--- config.mk ---
export PLATFORM = sky130hd
export DESIGN_NAME = lru_page_replacement_list_unit
export DESIGN_NICKNAME = d
export VERILOG_FILES = /design/src/sv/lrupr_pkg.sv /design/src/sv/lrupr_cell.sv /design/src/sv/lru_page_replacement_list_unit.sv
export SDC_FILE = /design/constraint.sdc
export NUM_CORES = 2
export LEC_CHECK = 0
export BUFFER_PORTS_ARGS = -buffer_cell sky130_fd_sc_hd__buf_2
export CAP_MARGIN = 0
export CORE_MARGIN = 3
export CORE_UTILIZATION = 55
export DETAILED_ROUTE_END_ITERATION = 10
export GPL_ROUTABILITY_DRIVEN = 0
export MAX_ROUTING_LAYER = met4
export PLACE_DENSITY_LB_ADDON = 0.1
export SLEW_MARGIN = 20
export SYNTH_ARGS = -nofsm -noshare
export SYNTH_HDL_FRONTEND = slang
export SYNTH_SLANG_ARGS = --single-unit
--- constraint.sdc ---
create_clock -name clock -period 9.3 [get_ports clock]
set_clock_uncertainty 0.1 [all_clocks]
set_input_delay 0 -clock clock [delete_from_list [all_inputs] [get_ports clock]]
set_output_delay 0 -clock clock [all_outputs]
set_load 0.05 [all_outputs]
--- src/sv/lrupr_pkg.sv ---
// Package for the LRU page replacement list: payload structs, opcodes,
// status codes and the cell command struct.
// No dependencies.
package lrupr_pkg;

   // Page identifier width, used by the payload fields.
   localparam int PAGE_BITS = 20;
   localparam int STATUS_BITS = 2;
   localparam int DEPTH_DEFAULT = 16;

   // Opcodes
   localparam logic OP_TOUCH = 1'b0;
   localparam logic OP_EVICT = 1'b1;

   // Status codes
   localparam logic [STATUS_BITS-1:0] STATUS_OK    = 2'd0;
   localparam logic [STATUS_BITS-1:0] STATUS_EMPTY = 2'd1;
   localparam logic [STATUS_BITS-1:0] STATUS_FULL  = 2'd2;

   typedef struct packed {
      logic                 opcode;
      logic [PAGE_BITS-1:0] page_id;
   } req_type;

   typedef struct packed {
      logic [PAGE_BITS-1:0]   victim_page;
      logic [STATUS_BITS-1:0] status;
      logic                   was_present;
   } rsp_type;

   // Command broadcast to every cell of the list
   typedef struct packed {
      logic                 go;
      logic                 opcode;
      logic [PAGE_BITS-1:0] page;
      logic                 found;
   } cell_cmd_type;

endpackage

--- src/sv/lrupr_cell.sv ---
// One slot of the recency list: holds a page id and a valid bit, compares
// against the broadcast page and shifts toward the oldest end on command.
// Depends on lrupr_pkg.
module lrupr_cell (
   input  logic                           clock,
   input  logic                           reset,
   input  lrupr_pkg::cell_cmd_type        cmd,
   input  logic                           hit_in,
   input  logic                           prev_valid,
   input  logic                           next_valid,
   input  logic [lrupr_pkg::PAGE_BITS-1:0] next_slot,
   output logic                           hit_out,
   output logic                           valid,
   output logic [lrupr_pkg::PAGE_BITS-1:0] slot
);
   import lrupr_pkg::*;

   logic                 valid_ff, valid_in;
   logic [PAGE_BITS-1:0] slot_ff, slot_in;
   logic                 match;

   // Compare and hit chain: hit_out is high from the matching cell upward
   assign match   = (cmd.opcode == OP_TOUCH) && valid_ff && (slot_ff == cmd.page);
   assign hit_out = hit_in | match;

   // Next slot contents
   always_comb begin
      slot_in  = slot_ff;
      valid_in = valid_ff;
      if (cmd.go) begin
         if (cmd.opcode == OP_EVICT) begin
            // everything moves one place toward the oldest end
            slot_in  = next_slot;
            valid_in = next_valid;
         end else if (cmd.found) begin
            // close the gap above the hit, re-insert at the tail
            if (hit_out) begin
               if (valid_ff && !next_valid) begin
                  slot_in = cmd.page;
               end else begin
                  slot_in = next_slot;
               end
            end
         end else if (!valid_ff && prev_valid) begin
            // first free slot takes the new page; none exists when full
            slot_in  = cmd.page;
            valid_in = 1'b1;
         end
      end
   end

   always_ff @(posedge clock) begin
      if (reset) begin
         valid_ff <= 1'b0;
      end else begin
         valid_ff <= valid_in;
      end
   end

   always_ff @(posedge clock) begin
      slot_ff <= slot_in;
   end

   assign valid = valid_ff;
   assign slot  = slot_ff;

endmodule

--- src/sv/lru_page_replacement_list_unit.sv ---
// Top level of the LRU page replacement list: a chain of lrupr_cell slots,
// result computation and a two-entry output register with skid stage.
// Depends on lrupr_pkg and lrupr_cell.
//
// Usage:
//   req channel (req_valid / req_stall / req_data) carries one transaction per
//   access: opcode touch moves or appends page_id at the most recent end,
//   opcode evict removes and returns the least recently used page.
//   rsp channel (rsp_valid / rsp_stall / rsp_data) returns exactly one result
//   per request, in order.
//   Each result is registered in the output register, or in the skid stage.
//   Throughput: one transaction per cycle while req_stall is low. All slots
//   compare in parallel and the hit flag ripples through the cell chain in the
//   same cycle, so the clock period is set by that DEPTH-long ripple.
//   When rsp is stalled, the skid stage takes one more result; req_stall then
//   rises until the receiver drains the output register.
//   Reset (synchronous, active high) empties the list and both output stages.
//   An evict on an empty list returns status EMPTY; a touch of a new page on
//   a full list is dropped with status FULL.
module lru_page_replacement_list_unit #(
   parameter int DEPTH = lrupr_pkg::DEPTH_DEFAULT
) (
   input  logic               clock,
   input  logic               reset,
   input  logic               req_valid,
   output logic               req_stall,
   input  lrupr_pkg::req_type req_data,
   output logic               rsp_valid,
   input  logic               rsp_stall,
   output lrupr_pkg::rsp_type rsp_data
);
   import lrupr_pkg::*;

   logic [PAGE_BITS-1:0] slot_w [DEPTH];
   logic [DEPTH-1:0]     valid_w;
   logic [DEPTH:0]       hit_w;
   logic [DEPTH+1:0]     valid_ext;   // valid bits with end guards
   cell_cmd_type         cmd;
   logic                 accept;
   logic                 found;
   rsp_type              result;

   logic    main_valid_ff, skid_valid_ff;
   rsp_type main_ff, skid_ff;
   logic    out_pop;

   assign accept = req_valid && !req_stall;
   assign found  = hit_w[DEPTH];

   // Broadcast command
   always_comb begin
      cmd.go     = accept;
      cmd.opcode = req_data.opcode;
      cmd.page   = req_data.page_id;
      cmd.found  = found;
   end

   // Guards: below cell 0 counts as valid, above the last cell as empty
   assign valid_ext = {1'b0, valid_w, 1'b1};
   assign hit_w[0]  = 1'b0;

   // Cell chain
   for (genvar i = 0; i < DEPTH; i++) begin : g_cell
      logic [PAGE_BITS-1:0] next_slot;
      if (i == DEPTH - 1) begin : g_last
         assign next_slot = '0;
      end else begin : g_mid
         assign next_slot = slot_w[i+1];
      end
      lrupr_cell u_cell (
         .clock      (clock),
         .reset      (reset),
         .cmd        (cmd),
         .hit_in     (hit_w[i]),
         .prev_valid (valid_ext[i]),
         .next_valid (valid_ext[i+2]),
         .next_slot  (next_slot),
         .hit_out    (hit_w[i+1]),
         .valid      (valid_w[i]),
         .slot       (slot_w[i])
      );
   end

   // Result of the current transaction
   always_comb begin
      result.victim_page = '0;
      result.status      = STATUS_OK;
      result.was_present = 1'b0;
      if (req_data.opcode == OP_EVICT) begin
         if (valid_w[0]) begin
            result.victim_page = slot_w[0];
         end else begin
            result.status = STATUS_EMPTY;
         end
      end else if (found) begin
         result.was_present = 1'b1;
      end else if (valid_w[DEPTH-1]) begin
         result.status = STATUS_FULL;
      end
   end

   // Output register with skid stage
   assign out_pop = main_valid_ff && !rsp_stall;

   always_ff @(posedge clock) begin
      if (reset) begin
         main_valid_ff <= 1'b0;
         skid_valid_ff <= 1'b0;
      end else begin
         if (!main_valid_ff || out_pop) begin
            if (skid_valid_ff) begin
               main_valid_ff <= 1'b1;
               skid_valid_ff <= 1'b0;
            end else begin
               main_valid_ff <= accept;
            end
         end else if (accept) begin
            skid_valid_ff <= 1'b1;
         end
      end
   end

   always_ff @(posedge clock) begin
      if (!main_valid_ff || out_pop) begin
         if (skid_valid_ff) begin
            main_ff <= skid_ff;
         end else if (accept) begin
            main_ff <= result;
         end
      end else if (accept) begin
         skid_ff <= result;
      end
   end

   assign req_stall = skid_valid_ff;
   assign rsp_valid = main_valid_ff;
   assign rsp_data  = main_ff;

endmodule

### Yosys cells after proc, flatten, opt, wreduce, memory -nomap -nowiden

Cells that the tools add are included.

* equality and inequality tests: 33
* multiplexer cells: 121
* bitwise operators: 17
* reduce and logical (&&, ||, !) cells: 118

Operators with widths (count)
* 20-bit two-way mux: 65
* 20-bit equality test: 16
* 1-bit two-way mux: 51
* 1-bit logical AND: 49
* 3-bit AND reduction: 16
* 23-bit two-way mux: 2
* 3-bit by 2-bit != test with 1-bit output, second input constant: 15
* 2-bit AND reduction: 17
* 2-bit nonzero test: 16
* 1-bit logical NOT: 18
* 1-bit bitwise OR: 15
* 2-bit two-way mux: 3
* 3-bit != test, second input constant: 1
* 2-bit != test, second input constant: 1
* 1-bit NOT: 2
* 2-bit OR reduction: 1
* 1-bit logical OR: 1

* bits in registers: 384
* input bits: 25
* output and inout port bits: 25
* logic and storage cells: 329

### Logic depth before layout (Yosys ltp)

* depth after elaboration: 22
* depth in mapped cells: 13
* gate-level depth less buffers: 8

### Hierarchy

A second synthesis with hierarchy kept.

* cells, all modules: 1438
* area total of the unflattened synthesis: 20613.5 um2

By module, submodules not included
* lrupr_cell: instances 16, cells each 83, area an instance 1159.9 um2, seq. area each 620.6 um2
* lru_page_replacement_list_unit: instances 1, cells each 110, area an instance 2055.7 um2, seq. area each 1421.4 um2

### Worst setup path after synthesis

No wires, ideal clock.

* kind: register to register
* start: register g_cell[0].u_cell.slot_ff[10]
* end: register g_cell[10].u_cell.slot_ff[0] (enable)
* setup time: 0.409 ns
* arrival time: 2.995 ns
* required time: 8.791 ns
* path slack: 5.796 ns
* stages on the path, launching flop included: 8
* buffers on the path: 0
* period minus slack after synthesis: 3.504 ns
* cell sequence: edfxtp_1 xor2_1 or4_1 or3_1 o22ai_1 a2111o_2 nor3_1 a31oi_1

* cells in the longest elaborated chain, start to end: 19

RTL lines
* from (decl): RTL line lrupr_cell.sv:19 `logic [PAGE_BITS-1:0] slot_ff, slot_in;`
* from (signal assigned): RTL line lrupr_cell.sv:61 `slot_ff <= slot_in;`
* 20-bit equality test (*): RTL line lrupr_cell.sv:23 `assign match = (cmd.opcode == OP_TOUCH) && valid_ff && (slot_ff == cmd.page);`
* 1-bit logical AND (*): RTL line lrupr_cell.sv:23
* 1-bit bitwise OR (*) (10 in series): RTL line lrupr_cell.sv:24 `assign hit_out = hit_in | match;`
* 1-bit bitwise OR (5 in series): RTL line lrupr_cell.sv:24
* 3-bit by 2-bit != test with 1-bit output (no source line) (*)
* 2-bit AND reduction (no source line) (*)
* to (signal assigned): RTL line lrupr_cell.sv:61
* to (decl): RTL line lrupr_cell.sv:19

Every way passes the cells marked *; elsewhere a longest branch is shown, timed or not.
A chain may end at the register's enable or synchronous reset.

### Worst setup path in the final report

* start: input port req_data[20] in the netlist's numbering
* end: register g_cell[0].u_cell.slot_ff[5] (enable)

* cells in the longest elaborated chain, start to end: 20
* elaborated cells on any way between the ends: 51
* classes of those cells: eq/ne (2); bitwise (16); reduce/logical (33)

RTL lines
* from (decl): RTL line lru_page_replacement_list_unit.sv:27 `input lrupr_pkg::req_type req_data,`
* 1-bit NOT: RTL line lrupr_cell.sv:23
* 1-bit logical AND (2 in series): RTL line lrupr_cell.sv:23
* 1-bit bitwise OR (15 in series): RTL line lrupr_cell.sv:24
* 3-bit by 2-bit != test with 1-bit output (no source line) / 3-bit != test (equally long branches)
* 3-bit AND reduction (no source line) (*)

Marked as above.

==> flow_summary.yaml <==
worst_setup_path:
  crit_slowest_cell: "buf_4"
  crit_arrival_ns: 4.92
  cpPeakStageDelay_ns: 0.79
  crit_buf_inv: 5
  required_ns: 9.48
  cpLargestDelayFamily: "buffers and inverters"
  path_class: "in2reg"
  start_kind: "primary input"
  crit_chain: "dlygate4sd3_1 -> buf_6 -> buf_4 -> nand2b_1 -> nor2_1 -> and4_1 -> a22oi_1 -> nand4_2 -> nor3_4 -> buf_4 -> a21oi_1 -> nor2_1 -> buf_4"
  cpMostUsedCell: "buf_4"
  worst-path-max-fanout: 99
  end_kind: "register"
synthesis:
  netlist_instances: 2681
  ys_ff_latch: 384
  syn_nets: 2706
  yosysSeqAreaShare: 0.427
  syn_avg_cell_area_um2: 9.91
  synth_ff_type: "edfxtp_1"
  ys_async_sr_fraction: 0
  synth_top_area_cell: "edfxtp_1"
  synth_area_um2: 26600
  yosys_warnings: 0
  ys_top_cells_by_area: "edfxtp_1 41%, xor2_1 6.3%, nand2_1 6.0%"
  synth_cell_types: 66
  synth_edf_count: 366
  synth_top_area_frac: 0.414
run_status:
  outcome: "finished clean"
power:
  power.density_nw_per_um2: 176
  ir_drop_uv: 111
  power.static_leakage_nw: 11.1
timing:
  post-route-period-util: 0.510
  slew_headroom: 0.230
  fin_tns_setup_ns: 0
  maxSlewViolCount: 0
  fmax_ghz: 0.211
  worst_pin_slew_ns: 1.15
  finalHoldViolations: 0
  post-route-min-period_ns: 4.74
  rsz0062_at_grt: "no"
  setup_slack_ns: 4.56
  finalSetupViolations: 0
cts:
  cts_tree: "done"
  cts_buffers: 45
  clk_latency_ns: 0.60
  cts.path.max_buffers: 3
  cts.htree.levels: 2
  clockRootBuffer: "clkbuf_16"
  cts_setup_buffers: 0
  cts_sinks: 384
  path_clk_slew_ns: 0.06
job:
  cap_viol_max_count: 0
route:
  drt_first_pass_iters: 8
  wl_per_cell_um: 24.9
  viasPerCell: 6.69
  vias: 21700
  routed_wl_um: 80700
  drt_iter0_markers: 2139
  drc: 0
  ant_nets: 0
placed_design:
  preCtsSetupSlack_ns: 4.57
  dp_hpwl_um: 52300
  dp.cells: 3150
  port-buffer-count: 49
  dpl_cell_area_um2: 26900
min_path:
  hold_class: "in2reg"
final_layout:
  nNetsFinal: 2621
  layout_common_cells: "426 x nand2_1, 366 x edfxtp_1, 190 x xor2_1"
  drive_gt1_frac: 0.131
  final_common_cell: "nand2_1"
  final_cell_count_no_fill: 3238
  nFillCells: 3950
  n_antenna_cell: 0
  finish.instance_area_um2: 28400
  area_growth_pct: 6.97
floorplan:
  num_rows: 79
  pin_count: 50
  core_area_um2: 47100
  die_x_um: 226
  die-height_um: 226
  start_util: 0.563
  die_area_um2: 51000
global_routing:
  gr-total-overflow: 0
  antenna_found_initial: 0
  grt_pass1_vias: 21200
  grt_max_degree: 102
  grtUsageTotal: 0.320
  grt_pass1_wl_um: 125000
[timing repair]
| item | in CTS | in global routing |
|---|---|---|
| hold buffers | 6 | 0 |
| gates resized for setup | 0 | 0 |
| endpoints found under the setup margin | 0 | 0 |
| endpoints found under the hold margin | 62 | 0 |
[flip-flops by register name, summed over array words and instances (netlist names)]
name                 flops
req_stall                1
rsp_data                23
g_cell.u_cell.valid     16
g_cell.u_cell.slot     320
rsp_valid                1
skid_ff                 23
[worst paths after layout]
| kind | from | to | slack, ns | depth (start not counted) |
|---|---|---|---|---|
| max reg2reg | g_cell[6].u_cell.slot[18] | g_cell[10].u_cell.slot[9] | 5.28 | 9 |
| max | req_data[20] | g_cell[0].u_cell.slot[5] | 4.56 | 13 |
| min | req_data[19] | g_cell[15].u_cell.slot[19] | 0.15 | 4 |
| min reg2reg | skid_ff[1] | rsp_data[1] | 0.43 | 2 |
[per-layer routing]
metal	GRT usage	vias up	wire (um)
li1	-	9670	-
met1	0.429	10700	34100
met2	0.502	1036	37700
met3	0.0454	228	5900
met4	0.110	0	2990
met5	-	-	0
[Yosys cell counts, types with 26 or more instances]
cell,number
a211o_1,77
a21oi_1,100
a221o_1,99
and2_1,81
buf_2,56
buf_4,37
clkbuf_1,130
edfxtp_1,366
mux2_2,138
mux2i_1,121
nand2_1,426
nand4_1,55
nor2_1,177
nor3_1,35
nor4_1,79
o211ai_1,95
o21ai_0,26
xnor2_1,132
xor2_1,190
[metrics by stage]
step | hold slack (ns) | total power, mW | util
detailed placement | 0.246 | 3.24 | 0.570
CTS | 0.121 | 4.98 | 0.602
finish | 0.146 | 4.99 | 0.603
global route | 0.182 | 5.16 | 0.603
floorplan | 0.0793 | 2.96 | -
global placement | 0.209 | 3.21 | 0.570
[power by group]
| part | leakage [nW] | internal [mW] | total [mW] | switching, mW |
|---|---|---|---|---|
| Sequential | 3.76 | 2.09 | 2.25 | 0.161 |
| Clock | 0.713 | 1.01 | 1.76 | 0.750 |
| Combinational | 6.59 | 0.385 | 0.982 | 0.597 |
[layout make-up]
class                      instances  area, um2  area share
clock buffer                      54       1210      0.0426
multi-input combinational       2030      14100       0.495
sequential                       384      11400       0.399
clock inverter                    28        218     0.00766
tap                              607        759      0.0267
timing repair buffer             110        728      0.0256
inverter                          25       93.8     0.00330
[logic make-up (layout without fill, tap and decap cells)]
logic type,after synthesis,in the layout,synth area share
AND/OR/NAND/NOR,995,995,0.182
XOR/XNOR,322,322,0.106
AO/OA/AOI/OAI,436,436,0.125
multiplexers,277,277,0.112
buffers and inverters,267,217,0.0481
flip-flops,384,384,0.427
[worst min-delay path, cell delays in order]
cell,delay (ns)
buf_2,0.09
buf_4,0.30
nand3b_1,0.17
a31oi_1,0.09
No activity file was read; power rests on OpenSTA's default activity.
